<file path="src/rtl/core/spnbc_pkg.sv">
// Shared types, codes and constants for the SPN block cipher round engine.
// Holds the block mixing functions and the round mask tables.
// No dependencies.
package spnbc_pkg;

   localparam int BLK_W        = 128;
   localparam int BYTE_W       = 8;
   localparam int NIB_W        = 4;
   localparam int BLK_BYTES    = 16;
   localparam int PERM_ENTRIES = 32;
   localparam int PERM_IDX_W   = 5;
   localparam int SBOX_DEPTH   = 256;
   localparam int CFG_W        = 5;
   localparam int CSR_IDX_W    = 1;
   localparam int ROUND_SLOTS  = 17;
   localparam int PERIODS      = 32;

   localparam logic [CFG_W-1:0] RESET_ROUND_COUNT = 5'd16;
   localparam logic [CFG_W-1:0] RESET_PBOX_PERIOD = 5'd2;

   // Rounds 4, 8, 12 and 16 use the sliding XOR diffusion.
   localparam logic [ROUND_SLOTS-1:0] SLIDE_ROUND_MASK = 17'b1_0001_0001_0001_0000;

   typedef enum logic [2:0] {
      REQ_SUB_WR  = 3'd0,
      REQ_PERM_WR = 3'd1,
      REQ_KEY_WR  = 3'd2,
      REQ_ENCRYPT = 3'd3,
      REQ_DECRYPT = 3'd4
   } req_code_type;

   typedef enum logic [CSR_IDX_W-1:0] {
      CSR_ROUND_COUNT = 1'b0,
      CSR_PBOX_PERIOD = 1'b1
   } csr_index_type;

   typedef struct packed {
      logic              sub_we;
      logic              perm_we;
      logic              key_we;
      logic [BYTE_W-1:0] index;
      logic [BYTE_W-1:0] value;
   } tbl_wr_type;

   typedef logic [ROUND_SLOTS-1:0]              round_mask_type;
   typedef logic [PERIODS-1:0][ROUND_SLOTS-1:0] period_mask_table_type;

   // Per period: the rounds that take the nibble permutation (multiples of the
   // period that are not multiples of four). Built at elaboration.
   function automatic period_mask_table_type build_period_masks();
      period_mask_table_type tab;
      int                    m;
      tab = '0;
      for (int p = 1; p < PERIODS; p++) begin
         m = p;
         while (m < ROUND_SLOTS) begin
            if ((m % 4) != 0) begin
               tab[p][m] = 1'b1;
            end
            m = m + p;
         end
      end
      return tab;
   endfunction

   localparam period_mask_table_type PERIOD_MASKS = build_period_masks();

   // Forward slide: byte i > 0 takes the running XOR of bytes 0..i; byte 0 takes the XOR of bytes 1..15.
   function automatic logic [BLK_W-1:0] slide_fwd(input logic [BLK_W-1:0] blk);
      logic [BLK_W-1:0]  res;
      logic [BYTE_W-1:0] acc;
      res = '0;
      for (int i = 0; i < BLK_BYTES; i++) begin
         acc = '0;
         for (int j = 0; j < BLK_BYTES; j++) begin
            if ((i == 0 && j != 0) || (i != 0 && j <= i)) begin
               acc = acc ^ blk[BLK_W-1-BYTE_W*j -: BYTE_W];
            end
         end
         res[BLK_W-1-BYTE_W*i -: BYTE_W] = acc;
      end
      return res;
   endfunction

   // Backward slide: undo the forward slide.
   function automatic logic [BLK_W-1:0] slide_bwd(input logic [BLK_W-1:0] blk);
      logic [BLK_W-1:0]  res;
      logic [BYTE_W-1:0] b0;
      b0 = blk[BLK_W-1 -: BYTE_W] ^ blk[BYTE_W-1:0];
      res = '0;
      res[BLK_W-1 -: BYTE_W] = b0;
      res[BLK_W-1-BYTE_W -: BYTE_W] = blk[BLK_W-1-BYTE_W -: BYTE_W] ^ b0;
      for (int i = 2; i < BLK_BYTES; i++) begin
         res[BLK_W-1-BYTE_W*i -: BYTE_W] = blk[BLK_W-1-BYTE_W*i -: BYTE_W]
                                         ^ blk[BLK_W-1-BYTE_W*(i-1) -: BYTE_W];
      end
      return res;
   endfunction

endpackage

</file>
<file path="src/rtl/core/spnbc_key_bank.sv">
// Round key memory: sixteen byte lanes, one row of sixteen key bytes per
// round, read a full row per cycle. Depends on spnbc_pkg.
module spnbc_key_bank
   import spnbc_pkg::*;
#(
   parameter  int ROWS      = 16,
   localparam int ROW_IDX_W = (ROWS > 1) ? $clog2(ROWS) : 1
) (
   input  logic                    clock,
   input  tbl_wr_type              wr,
   input  logic                    rd_en,
   input  logic [ROW_IDX_W-1:0]    rd_row,
   output logic [BLK_W-1:0]        key_data
);

   logic                 row_ok;
   logic [ROW_IDX_W-1:0] wr_row;

   // Key byte index splits into row (upper nibble) and lane (lower nibble).
   assign row_ok = {1'b0, wr.index[7:4]} < 5'(ROWS);
   assign wr_row = wr.index[4 +: ROW_IDX_W];

   for (genvar lane = 0; lane < BLK_BYTES; lane++) begin : g_lane
      logic [BYTE_W-1:0] key_mem_ff [ROWS];
      logic [BYTE_W-1:0] key_q_ff;
      logic              lane_we;

      assign lane_we = wr.key_we && row_ok && (wr.index[3:0] == 4'(lane));

      always_ff @(posedge clock) begin
         if (lane_we) begin
            key_mem_ff[wr_row] <= wr.value;
         end
         if (rd_en) begin
            key_q_ff <= key_mem_ff[rd_row];
         end
      end

      assign key_data[BLK_W-1-BYTE_W*lane -: BYTE_W] = key_q_ff;
   end

endmodule

</file>
<file path="config.mk">
export PLATFORM = sky130hd
export DESIGN_NAME = spnbc_key_bank
export DESIGN_NICKNAME = d
export VERILOG_FILES = /design/src/rtl/core/spnbc_pkg.sv /design/src/rtl/core/spnbc_key_bank.sv
export SDC_FILE = /design/constraint.sdc
export NUM_CORES = 2
export LEC_CHECK = 0
export BUFFER_PORTS_ARGS = -buffer_cell sky130_fd_sc_hd__buf_2
export CAP_MARGIN = 10
export CORE_UTILIZATION = 55
export DETAILED_ROUTE_END_ITERATION = 8
export GPL_ROUTABILITY_DRIVEN = 0
export PLACE_DENSITY = 0.78
export SYNTH_ARGS = -nofsm -noshare
export SYNTH_HDL_FRONTEND = slang
export SYNTH_SLANG_ARGS = --single-unit
</file>
<file path="constraint.sdc">
create_clock -name clock -period 2.3 [get_ports clock]
set_input_delay 0.115 -clock clock [delete_from_list [all_inputs] [get_ports clock]]
set_output_delay 0.115 -clock clock [all_outputs]
set_load 0.02 [all_outputs]
</file>
==> summary.md <==
| Metric | Value |
|---|---|
| Status | complete, no violations |
| Yosys top cell by area | edfxtp_1 |
| Worst path depth | 5 |
| Slowest cell on the critical path | dlygate4sd3_1 |
| FF-to-FF End | g_lane[4].key_q_ff[0] |
| Initial core utilization | 55.41% |
| Area of the multi-input gates | 15540 sq um |
| CTS clock-pin slew for the worst setup and hold paths | 70 ps |
| Seq/Total Area, Yosys | 79.86% |
| RSZ-0062 raised after global routing | no |
| Die Area | 150300 sq um |
| Post-layout min period | 2060 ps |
| Setup crit end | g_lane[4].key_q_ff[0] |
| Post-Synth XOR/XNOR Area | 0% |
| Avg Vias per Cell | 6.530 |
| CTS sink cnt | 2176 |
| Post-synthesis adder-cell area fraction | 0% |
| Final WS setup | 239.8 ps |
| HP Class | in -> reg |
| Distinct cells, synth | 28 |
| Net count after synthesis | 3690 |
| Largest family of logic cells by synthesized area | multiplexers |
| Mux cell area share after synthesis | 14.12% |
| Slew HR | 22.48% |
| Chip Height | 387.7 um |
| Syn_area_per_cell | 22.33 sq um |
| Pwr/cell area | 856.0 nW/um^2 |
| Flop2flop setup slack | 240 ps |
| Pre-CTS setup slack | -161.1 ps |
| CTS max path bufs | 3 |
| Placed Area | 88270 sq um |
| Seq cells post-synth | 2176 |
| Fin crit share | 89.57% |
| Fmax achieved | 485.4 MHz |
| Worst path arrival time | 2640 ps |
| CTS tree | built |
| Critical-path maximum fanout | 1 |
| Final net count | 4310 |
| Global-route wire length before repair | 294400 um |
| Critical path capture point type | register |
| Overflow after GRT | 0 |
| Leakage power | 30.94 nW |
| CP top delay family | buffers and inverters |
| DRT Pass-1 Iters | 6 |
| Commonest cells after routing, fill and taps aside | edfxtp_1, mux4_2, buf_4 |
| Chip Width | 387.7 um |
| Largest cells by area after synthesis | edfxtp_1, mux4_2, a22oi_1, nor2_1, mux2i_1 |
| Slew @ Worst Pin | 1160 ps |
| Initial DRC count | 6215 |
| Critical path origin | g_lane[4].key_mem_ff[4][0] |
| CP cell instances | mux4_2, nor2b_1, a211oi_1, dlygate4sd3_1, a21oi_1 |
| Worst hold margin | 126.0 ps |
| Vias in the first global route | 42630 |
| Max incr delay on CP | 580 ps |
| TritonCTS Buffers | 202 |
| Reg-to-reg critical path startpoint | g_lane[4].key_mem_ff[4][0] |
| WP buf/inv | 1 |
| Final cell count without fillers | 6388 |
| Worst VDD drop | 0.8876 mV |
| Layout cell share with drive strength beyond 1 | 31.57% |
| Ports | 153 |
| Slew Viols, Final | 0 |
| Type of origin of the critical path | register |
| Post-route cell area | 95020 sq um |
| Final setup viols | 0 |
| Largest net degree at the start of global routing | 113 |
| Commonest non-fill, non-tap cell in the layout | edfxtp_1 |
| Ys Warns | 0 |
| Compound-Gate Fraction of Synth Area | 2.658% |
| Mapped cell area | 81830 sq um |
| Placed instance count | 5993 |
| Total core area | 147700 sq um |
| Hold Violations, Final | 0 |
| Routed WL per cell | 31.92 um |
| Clock Latency Late Sink | 850 ps |
| GRT Util Overall | 27.40% |
| Post-Syn Instances | 3665 |
| Core Rows | 141 |
| Initial antenna violation count | 7 |
| Drt total wl | 203900 um |
| Reg area | 65340 sq um |
| Max_cap viols | 0 |
| Final Skew | 65.08 ps |
| Post-DP HPWL | 119200 um |
| Reg2Reg Depth | 5 |
| Critical path class | reg -> reg |
| Root Driver | clkbuf_16 |
| Yosys top cell area share | 79.86% |
| Vias | 41710 |
| Simple-gate share of the synthesized area | 2.096% |
| Req. time, crit path | 2880 ps |
| FILL cells | 8938 |
| Area growth syn-to-layout | 16.13% |
| IO Port Bufs | 150 |
| Remaining antenna violation count after routing | 0 |
| Htree depth | 4 |
| DR DRC count | 0 |
## cells by family after synthesis
| family | count (synthesis) |
|---|---|
| mux | 554 |
| compound gates | 292 |
| simple gates | 436 |
| buf+inv | 207 |
| flops | 2176 |
## cell usage after synthesis
cell type,number
buf_1,9
inv_1,1
nor2b_1,16
nor2_1,265
and2_1,2
a22oi_2,10
buf_2,80
o211ai_1,16
o2111ai_1,1
buf_6,5
nand3b_1,1
and3_1,1
mux2i_1,74
a21oi_1,20
nand2_1,136
mux4_2,480
a211oi_1,15
o22ai_1,15
nor3b_1,1
a22oi_1,215
nand3_1,11
and3b_1,1
buf_4,31
edfxtp_1,2176
nand2b_1,1
nand4_1,1
buf_8,1
clkbuf_1,80
## per-layer routing
metal / global-route usage, % / part of all wire, % / up-vias
li1: - / - / 16600
met3: 6.047 / 12 / 530
met5: 0 / 0.026 / -
met1: 37.07 / 35 / 21560
met2: 43.72 / 49 / 3015
met4: 11.16 / 4.2 / 8
## registers in the layout, indices dropped and copies added, names as in the netlist
name,flops
g_lane.key_mem_ff,2048
g_lane.key_q_ff,128
## worst min-delay path by stage
stage               cells after the start    from                            to
global route                            4  wr[14]  g_lane[13].key_mem_ff[14][7]
floorplan                               0   wr[0]    g_lane[0].key_mem_ff[0][0]
detailed placement                      1   wr[7]   g_lane[11].key_mem_ff[0][7]
global placement                        1   wr[7]   g_lane[11].key_mem_ff[0][7]
finish                                  4  wr[14]  g_lane[13].key_mem_ff[12][1]
CTS                                     4  wr[14]  g_lane[13].key_mem_ff[14][7]
## where the power goes
group	total (mW)	internal, mW	switching (mW)
Clock	33.1	18.5	14.6
Sequential	44.1	43.9	0.150
Combinational	4.09	1.48	2.61
## worst register-to-register path, delay by kind of cell, from the launching register on
kind / cells / cell delay (ps)
AND/OR/NAND/NOR: 1 / 150
buffers and inverters: 1 / 580
multiplexers: 1 / 450
AO/OA/AOI/OAI: 2 / 250
flip-flops: 1 / 380
## stage by stage
step | util (%) | total power [mW] | setup TNS (ps)
final | 64.35 | 81.33 | 0
after CTS | 64.34 | 81.58 | 0
after floorplan | - | 46.91 | 0
after global routing | 64.34 | 83.19 | 0
after global placement | 59.78 | 48.84 | -977.0
after detailed placement | 59.78 | 48.95 | -6625
## layout make-up
| type | instances | share of cell area, % |
|---|---|---|
| diodes | 5 | 0.01317 |
| clock buffers | 236 | 5.476 |
| clock inverters | 136 | 1.426 |
| inverters | 1 | 0.003950 |
| multi-input cells | 1282 | 16.36 |
| flip-flops and latches | 2176 | 68.77 |
| well taps | 1930 | 2.541 |
| repair buffers | 622 | 5.415 |
## what timing repair did
item | 4_1_cts | 5_1_grt
buffers inserted | 0 | 0
endpoints found under the hold margin | 816 | 0
hold buffers | 18 | 0
resized for setup | 0 | 0
Note: power is estimated with default switching activity, not from simulation.
